==> config.mk <==
export PLATFORM = sky130hd
export DESIGN_NAME = ede_cell
export DESIGN_NICKNAME = d
export VERILOG_FILES = /design/src/hw/rtl/ede_pkg.sv /design/src/hw/rtl/ede_cell.sv
export SDC_FILE = /design/constraint.sdc
export NUM_CORES = 1
export LEC_CHECK = 0
export ABC_AREA = 1
export BUFFER_PORTS_ARGS = -buffer_cell sky130_fd_sc_hd__buf_2
export CORE_MARGIN = 4
export CORE_UTILIZATION = 46
export CTS_BUF_LIST = sky130_fd_sc_hd__clkbuf_16
export CTS_CLUSTER_DIAMETER = 150
export DETAILED_ROUTE_END_ITERATION = 8
export GPL_ROUTABILITY_DRIVEN = 0
export PLACE_DENSITY = 0.86
export SKIP_LAST_GASP = 1
export SYNTH_ARGS = -nofsm -noshare
export SYNTH_HDL_FRONTEND = slang
export SYNTH_SLANG_ARGS = --single-unit
==> constraint.sdc <==
create_clock -name clk -period 3.6 [get_ports clk]
set_clock_uncertainty 0.15 [all_clocks]
set_input_delay 0.54 -clock clk [delete_from_list [all_inputs] [get_ports clk]]
set_output_delay 0.54 -clock clk [all_outputs]
set_load 0.02 [all_outputs]
==> src/hw/rtl/ede_pkg.sv <==
`timescale 1ns / 1ps
// shared constants, types and codes of the edit distance engine
package ede_pkg;

  localparam int MAX_LEN = 64;
  localparam int LEN_W   = $clog2(MAX_LEN + 1);
  localparam int COST_W  = $clog2(MAX_LEN + 1);
  localparam int CHAR_W  = 8;
  localparam int DIST_W  = 7;

  typedef enum logic [1:0] {
    REQ_START  = 2'd0,
    REQ_FIRST  = 2'd1,
    REQ_SECOND = 2'd2,
    REQ_END    = 2'd3
  } req_t;

  typedef enum logic {
    ST_IDLE  = 1'b0,
    ST_SWEEP = 1'b1
  } state_t;

  // token that ripples down the cell chain, one cell per cycle
  typedef struct packed {
    logic              valid;
    logic [COST_W-1:0] new_cost;
    logic [COST_W-1:0] old_cost;
    logic [CHAR_W-1:0] ch;
  } token_t;

  // shared control bus from the sequencer to every cell
  typedef struct packed {
    logic              clear;
    logic [CHAR_W-1:0] wr_char;
    logic [COST_W-1:0] wr_cost;
  } cell_ctl_t;

endpackage

==> src/hw/rtl/ede_cell.sv <==
`timescale 1ns / 1ps
// one column cell: holds one first-string char and its row cost
module ede_cell (
  input  logic              clk,
  input  logic              rst,
  input  ede_pkg::cell_ctl_t ctl,
  input  logic              wr_en,
  input  ede_pkg::token_t   tok_in,
  output ede_pkg::token_t   tok_out
);

  logic                               used;
  logic [ede_pkg::CHAR_W-1:0]         ch;
  logic [ede_pkg::COST_W-1:0]         cost;
  logic                               out_valid;
  logic [ede_pkg::COST_W-1:0]         out_new;
  logic [ede_pkg::COST_W-1:0]         out_old;
  logic [ede_pkg::CHAR_W-1:0]         out_ch;

  logic [ede_pkg::COST_W:0]           up1;
  logic [ede_pkg::COST_W:0]           left1;
  logic [ede_pkg::COST_W:0]           sub;
  logic [ede_pkg::COST_W:0]           m01;
  logic [ede_pkg::COST_W:0]           best;
  logic [ede_pkg::COST_W-1:0]         cost_next;

  always_comb begin
    up1   = {1'b0, cost} + 1'b1;
    left1 = {1'b0, tok_in.new_cost} + 1'b1;
    sub   = {1'b0, tok_in.old_cost} + {{ede_pkg::COST_W{1'b0}}, (ch != tok_in.ch)};
    m01   = (up1 < left1) ? up1 : left1;
    best  = (m01 < sub) ? m01 : sub;
    cost_next = best[ede_pkg::COST_W-1:0];
  end

  always_ff @(posedge clk) begin
    if (rst) begin
      used      <= 1'b0;
      out_valid <= 1'b0;
    end else begin
      out_valid <= tok_in.valid;
      if (ctl.clear) begin
        used <= 1'b0;
      end else if (wr_en) begin
        used <= 1'b1;
      end
    end
  end

  always_ff @(posedge clk) begin
    if (wr_en) begin
      ch   <= ctl.wr_char;
      cost <= ctl.wr_cost;
    end else if (tok_in.valid && used) begin
      cost <= cost_next;
    end
    // unused cells pass the left value through so the chain end sees the tail
    out_new <= used ? cost_next : tok_in.new_cost;
    out_old <= cost;
    out_ch  <= tok_in.ch;
  end

  assign tok_out = '{valid: out_valid, new_cost: out_new, old_cost: out_old, ch: out_ch};

endmodule

== Yosys cells after proc, flatten, opt, wreduce, memory -nomap -nowiden ==
Cells that the tools add are included.

* Bits in registers: 39
* Latch bits: 0
* Bits in writable memories: 0
* Memory bits (read-only): 0
* Input port bits: 42
* Output and inout bits: 23
* Logic and storage cells: 21
* Memories kept: 0

* Add/subtract/negate cells: 3
* Multiply operators: 0
* Divide/modulo/power cells: 0
* Magnitude comparators: 2
* Equality and inequality tests: 1
* Shifts and indexed selects: 0
* Multiplexer cells: 5
* Bitwise operators: 0
* Reductions and logical operators: 3

{| class="wikitable"
|+ Operator list
! cell !! count
|-
| 7-bit 2-to-1 mux || 4
|-
| 7-bit by 1-bit adder with 8-bit output (second input constant) || 2
|-
| 8-bit < comparator || 2
|-
| 7-bit by 1-bit adder with 8-bit output || 1
|-
| 8-bit 2-to-1 mux || 1
|-
| 8-bit inequality test || 1
|-
| 2-bit nonzero test || 1
|-
| 2-bit OR reduction || 1
|-
| 1-bit logical AND || 1
|}

== Longest topological paths before layout ==
Gate-level depths: netlist (run 1).

* Depth after elaboration: 7
* Depth in mapped cells: 25
* Gate-level depth less buffers: 25

== Least setup slack after synthesis (run 1) ==
Ideal clock, no wire load.

* Path kind: input port to flip-flop
* Start point: input tok_in[15] (netlist bit)
* End point: register cost[2] (netlist bit), data pin
* Arrival: 3.283 ns
* Setup slack: -0.087 ns
* Stages on the path: 18
* Buffers on the path: 0
* Cells stage by stage: ha_1 > nand3_1 > nand3b_1 > xor2_1 > ha_1 > nand2_1 > a21oi_1 > nand2_2 > nand2_4 > inv_2 > o21ai_0 > ha_1 > a21oi_1 > nor2_1 > a211oi_2 > nand3_1 > nand3_1 > nand2_1

* Cells in the longest elaborated chain, start to end: 7

{| class="wikitable"
|+ Ends and longest elaborated chain
! element !! RTL line !! source
|-
| from (decl) || ede_cell.sv:8 || <nowiki>input ede_pkg::token_t tok_in,</nowiki>
|-
| 7-bit by 1-bit adder with 8-bit output (*) || ede_cell.sv:29 || <nowiki>left1 = {1'b0, tok_in.new_cost} + 1'b1;</nowiki>
|-
| 8-bit < comparator || ede_cell.sv:31 || <nowiki>m01 = (up1 < left1) ? up1 : left1;</nowiki>
|-
| 8-bit 2-to-1 mux (*) || ede_cell.sv:31 ||
|-
| 8-bit < comparator || ede_cell.sv:32 || <nowiki>best = (m01 < sub) ? m01 : sub;</nowiki>
|-
| 7-bit 2-to-1 mux (*) || ede_cell.sv:32 ||
|-
| 7-bit 2-to-1 mux (*) || ede_cell.sv:54 || <nowiki>end else if (tok_in.valid && used) begin</nowiki>
|-
| 7-bit 2-to-1 mux (*) || ede_cell.sv:51 || <nowiki>if (wr_en) begin</nowiki>
|-
| to (signal assigned) || ede_cell.sv:53 || <nowiki>cost <= ctl.wr_cost;</nowiki>
|-
| to (signal assigned) || ede_cell.sv:55 || <nowiki>cost <= cost_next;</nowiki>
|-
| to (decl) || ede_cell.sv:14 || <nowiki>logic [ede_pkg::COST_W-1:0] cost;</nowiki>
|}

Every way passes the cells marked *; elsewhere a longest branch is shown, timed or not. The select of a mux whose other input is x is not followed.
A chain may end at the register's enable or synchronous reset.

== Worst setup path in the final report (run 1) ==
* Start point: input tok_in[16] (netlist bit)
* End point: register cost[5] (netlist bit), data pin

Same word-level chain as after synthesis.

==> impl_results.md, run 1 <==
- Fin crit share: between 90% and 100%
- Met1 GRT Util: approximately 22%
- Crit path DAT: 3470 ps
- Layout net count: around 400
- Root Buffer: clkbuf_16
- Via count: 2171
- Outcome: finished, final reports clean
- Top Usage Layer GRT: met2
- Worst vdd ir: around 360 uV
- Dpl cells: between 300 and 400
- WP buf/inv: 5
- Worst Tran Pin Value: around 950 ps
- Most frequent CP cell: nand2_2
- Port Buffer Count: 64
- Rel. slew slack: 35.88%
- Post-DP HPWL: between 4 and 5 mm
- Max cap viols: 0
- Type of the worst setup path: in2reg
- Largest area contributor in the netlist: dfxtp_1
- CTS tree: yes
- TritonCTS Buffers: 5
- Post-Syn Nets: roughly 310
- Die width: approximately 76 um
- Sink Count: 39
- Syn Std Cell Area: about 0.0022 mm^2
- Final Hold Fails: 0
- RSZ-0062 raised after global routing: true
- Grt ovf: 0
- Synthesized instance count: between 200 and 300
- Top post-synthesis cells by area: dfxtp_1, edfxtp_1, nand2_1
- Fmax: roughly 280 MHz
- GR Layer Usage met3: 4.137%
- Synth cell types: 32
- First-pass GRT wire length: 9.397 mm
- Critical Path RT: between 3000 and 4000 ps
- Antenna viol nets, final: 0
- Async set or reset register ratio after synthesis: 0%
- Antenna violations before repair: 0
- Ant. Diodes: 0
- Synth warn: 0
- Max clock buf depth: 2
- Cell Chain, Critical Path: buf_2, ha_1, nand3_1, nand3b_1, xor2_2, ha_1, nand2_1, a21oi_2, nand2_2, nand2_4, inv_4, buf_4, nand2_2, o21ai_4, ha_4, nand2_4, nor2_4, a211oi_4, buf_12, buf_6, nand2_8, nand2_2, nand3_1, nand2_1
- Critical Path Start Type: primary input
- Delay-heaviest family, CP: simple AND/OR/NAND/NOR gates
- Setup violations, final: 0
- Routing usage on met2: around two fifths
- Initial Util: just under 50%
- WL per Instance: ~17 um
- CP max FO: 8
- Worst setup EP type: flop
- Average size of a mapped cell: around 8.5 um^2
- Clock-pin slew on the worst setup and hold paths: roughly 60 ps
- Vias in the first global route: slightly above 2000
- CORE AREA: between 0.004 and 0.005 mm^2
- Ys flop type: dfxtp_1
- Tot Pwr: 0.002319 W
- Final std cells w/o fill: 402
- Final Max Slew Viols: 0
- Final min period: 3588 ps
- Crit-path slowest cell: ha_1
- Pwr dens: between 700 and 800 mW/mm^2
- Die area: just under 0.006 mm^2
- Register area: 930.9 um^2
- Hold Buf Count CTS: 0
- Die Y: around 76 um
- Area delta synth->final: 50.90%
- Fillers: roughly 290
- Row count: 24
- Clk_lat worst skew: 280 ps
- Hold slack final: ~230 ps
- Post-DR vias/cell: around 5.4
- Iter 0 DRT Violations: roughly 180
- DRC Markers: 0
- Multi-input logic area: between 0.001 and 0.0015 mm^2
- Routed wire length: ~6.7 mm
- Leakage: 1.563 nW
- Synth Register Bits: 39
- Sequential fraction of the synthesis area: 43.28%
- Largest net degree at the start of global routing: 17
- Detailed Routing Iterations Pass 1: 5
- Hold Crit Class: in2reg
- EDFF count, synth: 15
- Share of cells above drive strength 1: between 40 and 50%
- H-tree depth: 2
- Overall Global Routing Usage: between 20% and 30%
- Top Ports: 65
- Synth top area share: ~22%
- Crit path largest cell delay: ~300 ps
## path summary, 6_finish.rpt
| check | start | slack (ps) | depth (start not counted) | to |
|---|---|---|---|---|
| setup / recovery | tok_in[16] | 10 | 24 | cost[5] |
| hold / removal | tok_in[4] | 230 | 1 | out_ch[4] |
| setup reg to reg | cost[0] | 20 | 23 | cost[2] |
| hold reg to reg | cost[4] | 270 | 0 | out_old[4] |
## final cells by class
type / count / share of cell area (%)
clock buffer: 5 / 3.855
clock inverter: 3 / 1.966
inverter: 29 / 3.431
multi-input combinational: 183 / 43.33
sequential: 39 / 28.68
tap: 52 / 2.005
timing repair buffer: 91 / 16.73
## layout by cell type (no fill, tap or decap), types with 3 or more instances in the layout
cell,count
ha_4,4
clkbuf_16,5
edfxtp_1,15
dfxtp_1,24
nand3_1,18
o21ai_4,3
inv_1,25
nand3_2,8
nand3_4,4
nand4_1,3
buf_4,24
o21ai_2,3
xor2_2,3
nand2_2,13
nand2_1,59
ha_2,3
xnor2_1,8
nor2_1,8
nand2_4,4
ha_1,10
buf_2,64
a21oi_1,3
xor2_1,6
## stage by stage
step	area, um^2	util (%)	TNS [ps]	worst slack [ps]
6_report	3246	73.03	0	11.90
5_1_grt	3246	73.03	-1581	-158.2
4_1_cts	2950	66.39	0	11.04
3_5_place_dp	2708	60.92	-2889	-263.2
3_3_place_gp	2708	60.92	-1923	-192.3
2_1_floorplan	2158	-	0	62.34
## report_power, final
| group | switching, W | total, W | leakage [nW] | internal [W] |
|---|---|---|---|---|
| sequential | 0.0000319 | 0.000567 | 0.350 | 0.000535 |
| combinational | 0.000695 | 0.00118 | 1.12 | 0.000486 |
| clock | 0.000176 | 0.000571 | 0.0952 | 0.000395 |
| total | 0.000903 | 0.00232 | 1.56 | 0.00142 |
## routing by layer
layer | share of wire, % | wire (um)
met5 | 0 | 0
met4 | 3.3 | 223
met3 | 6.1 | 409
met2 | 53 | 3512
met1 | 38 | 2520
## flip-flops by register name, summed over array words and instances (netlist names)
name,count
ch,8
out_ch,8
cost,7
out_new,7
out_old,7
out_valid,1
used,1
## cell usage after synthesis, types with 2 or more instances
cell	count
nand2_1	65
nor2_1	11
edfxtp_1	15
a21oi_1	5
inv_2	2
nand2_4	2
ha_1	17
nand3_1	30
nand2_2	10
inv_1	25
dfxtp_1	24
xnor2_1	10
nand4_1	3
xor2_1	9
o21ai_0	8
clkinv_1	2
## kinds of logic after synthesis
kind of cell	synth area share [%]
DFF	43.28
AOI/OAI and AO/OA	4.945
adders and majority gates	9.889
buffers and inverters	5.817
and+or+nand+nor	28.33
xor gates and xnor gates	7.737
## repair_timing
item                                    CTS  global route
endpoints found under the setup margin   13            14
setup buffers                             2             7
pin swaps                                 4            19
gates resized for setup                  15            51
No activity file was read; power rests on OpenSTA's default activity.
==> run 2, diff against run 1 <==
--- a/config.mk
+++ b/config.mk
@@ -8,12 +8,13 @@
 export ABC_AREA = 1
 export BUFFER_PORTS_ARGS = -buffer_cell sky130_fd_sc_hd__buf_2
 export CORE_MARGIN = 4
-export CORE_UTILIZATION = 46
+export CORE_UTILIZATION = 35
 export CTS_BUF_LIST = sky130_fd_sc_hd__clkbuf_16
 export CTS_CLUSTER_DIAMETER = 150
 export DETAILED_ROUTE_END_ITERATION = 8
 export GPL_ROUTABILITY_DRIVEN = 0
-export PLACE_DENSITY = 0.86
+export GPL_TIMING_DRIVEN = 1
+export PLACE_DENSITY = 0.71
 export SKIP_LAST_GASP = 1
 export SYNTH_ARGS = -nofsm -noshare
 export SYNTH_HDL_FRONTEND = slang
==> impl_results.md, run 2 (synthesized netlist as in run 1, its figures left out) <==
- Outcome: finished, final reports clean
- Sink Count: 39 (unchanged)
- Final Util: 50.82% (-22 points)
- Via count: 2009 (-7.5%)
- Final Hold Fails: 0 (unchanged)
- Max cap viols: 0 (unchanged)
- DRC Markers: 0 (unchanged)
- H-tree depth: 2 (unchanged)
- Final min period: 3578 ps (-10.53 ps)
- Type of the worst setup path: reg2reg
- Max clock buf depth: 2 (unchanged)
- Vias in the first global route: 1949 (-5.7%)
- Clk_lat worst skew: 280 ps (about the same)
- Net switching power: 0.0007558 W (-16%)
- Overall Global Routing Usage: 15.19% (-5.1 points)
- Worst setup EP type: flop
- Critical Path RT: 3470 ps (about the same)
- Hold Crit Class: in2reg
- Final Max Slew Viols: 0 (unchanged)
- WL per Instance: 13.60 um (-18%)
- Grt ovf: 0 (unchanged)
- Die width: 86.39 um (+13%)
- Worst vdd ir: 344.7 uV (-3.1%)
- Antenna viol nets, final: 0 (unchanged)
- Initial Util: 36.11% (-12 points)
- Detailed Routing Iterations Pass 1: 4 (-1)
- Top flop regs: ch: 8 flops, out_ch: 8 flops
- Post-DP HPWL: 4.471 mm (+2.9%)
- Sw Share: 38.92% (about the same)
- Multi-input logic area: 0.001234 mm^2 (-12%)
- CTS tree: yes
- Ant. Diodes: 0 (unchanged)
- Worst Tran Pin Value: 969.4 ps (+17.67 ps)
- Clock power frac: 22.6% (-2.0 points)
- Largest net degree at the start of global routing: 17 (unchanged)
- Fmax: 279.5 MHz (+0.29%)
- Row count: 28 (+17%)
- First-pass GRT wire length: 8.838 mm (-5.9%)
- Register area: 930.9 um^2 (unchanged)
- Fin crit share: 99.38% (-0.29 points)
- Antenna violations before repair: 0 (unchanged)
- Iter 0 DRT Violations: 144 (-19%)
- Die area: 0.007463 mm^2 (+28%)
- Fillers: 569 (+96%)
- Tot Pwr: 0.001942 W (-16%)
- Clock-pin slew on the worst setup and hold paths: 70 ps (about the same)
- CP max FO: 8 (unchanged)
- Internal Pwr Total: 0.001186 W (-16%)
- Leakage: 1.483 nW (-5.1%)
- Post-DR vias/cell: 4.749 (-12%)
- Die Y: 86.39 um (+13%)
- Area delta synth->final: 40.72%
- Part of the power in registers: 29.4% (+4.9 points)
- Share of cells above drive strength 1: 38.79% (-6.6 points)
- Routed wire length: 5.751 mm (-14%)
- Highest-count cells in the layout ignoring fill and taps: buf_2, nand2_1, nand3_1
- Commonest non-fill, non-tap cell in the layout: buf_2
- Setup_tns: 0 ps (unchanged)
- Root Buffer: clkbuf_16
- Layout net count: 406 (-0.49%)
- TritonCTS Buffers: 5 (unchanged)
- CORE AREA: 0.005956 mm^2 (+34%)
- Setup violations, final: 0 (unchanged)
- Hold Buf Count CTS: 0 (unchanged)
- RSZ-0062 raised after global routing: true
- Pwr dens: 641.6 mW/mm^2 (-10%)
- Comb power frac: 48.0% (-2.9 points)
- Top Ports: 65 (unchanged)
- Rel. slew slack: 34.69% (-1.2 points)
- Port Buffer Count: 64 (unchanged)
- Crit path DAT: 3450 ps (-20 ps)
- Critical Path Start Type: flop
run 2: stage by stage:
step,instances,worst slack [ps],hold slack [ps],instance area [um^2]
floorplan,254,62.34,214.0,2158
global placement,410,-300.3,238.9,2706
detailed placement,410,-361.0,253.9,2706
CTS,419,12.67,225.5,2907
global route,423,-159.3,225.7,3027
finish,423,22.44,230.3,3027
run 2: power by group through the flow:
stage | logic [W] | clock network, W | registers [W]
3_3_place_gp | 0.000759 | 0 | 0.000574
2_1_floorplan | 0.000486 | 0 | 0.000617
3_5_place_dp | 0.000779 | 0 | 0.000575
4_1_cts | 0.000841 | 0.000446 | 0.000567
6_report | 0.000933 | 0.000438 | 0.000571
5_1_grt | 0.00103 | 0.000469 | 0.000580
run 2: path summary, 6_finish.rpt:
check,startpoint,to,slack (ps),depth (start not counted)
max reg2reg,cost[1],cost[3],20,24
min,tok_in[0],out_ch[0],230,1
max,cost[1],cost[3],20,24
min reg2reg,cost[3],out_old[3],280,0
run 2: final cells by class:
class,count,area share (%)
multi-input combinational,184,40.76
sequential,39,30.76
timing repair buffer,88,16.78
clock buffer,5,4.134
inverter,29,3.679
tap,75,3.100
clock inverter,3,0.7854
run 2: layer usage:
layer	share of wire, %	track usage [%]	up-vias
met5	0	0	-
met4	2.8	6.091	0
met3	4.1	2.757	13
met2	53	26.84	53
met1	40	18.12	930
li1	-	-	1013
run 2: repair_timing:
item,in CTS,in global routing
setup endpoints to repair,14,14
pin swaps,4,8
resized for setup,11,21
setup buffers,1,3
cloned,0,1
run 2: critical path, cell delays in order, from the launching register on:
cell and delay, ps:
edfxtp_1 480, ha_4 230, nand2_4 80, nor2_4 30, nand2_1 70, xor2_1 140
inv_1 90, ha_1 280, nand2_1 60, a21oi_2 110, nand2_2 100, nand2_4 100
inv_4 60, or2_1 220, o21ai_2 90, ha_2 200, a21oi_2 60, nor2_2 120
a211oi_4 60, buf_6 140, buf_6 120, nand2_8 90, nand2_2 60, nand3_1 70
nand2_1 90
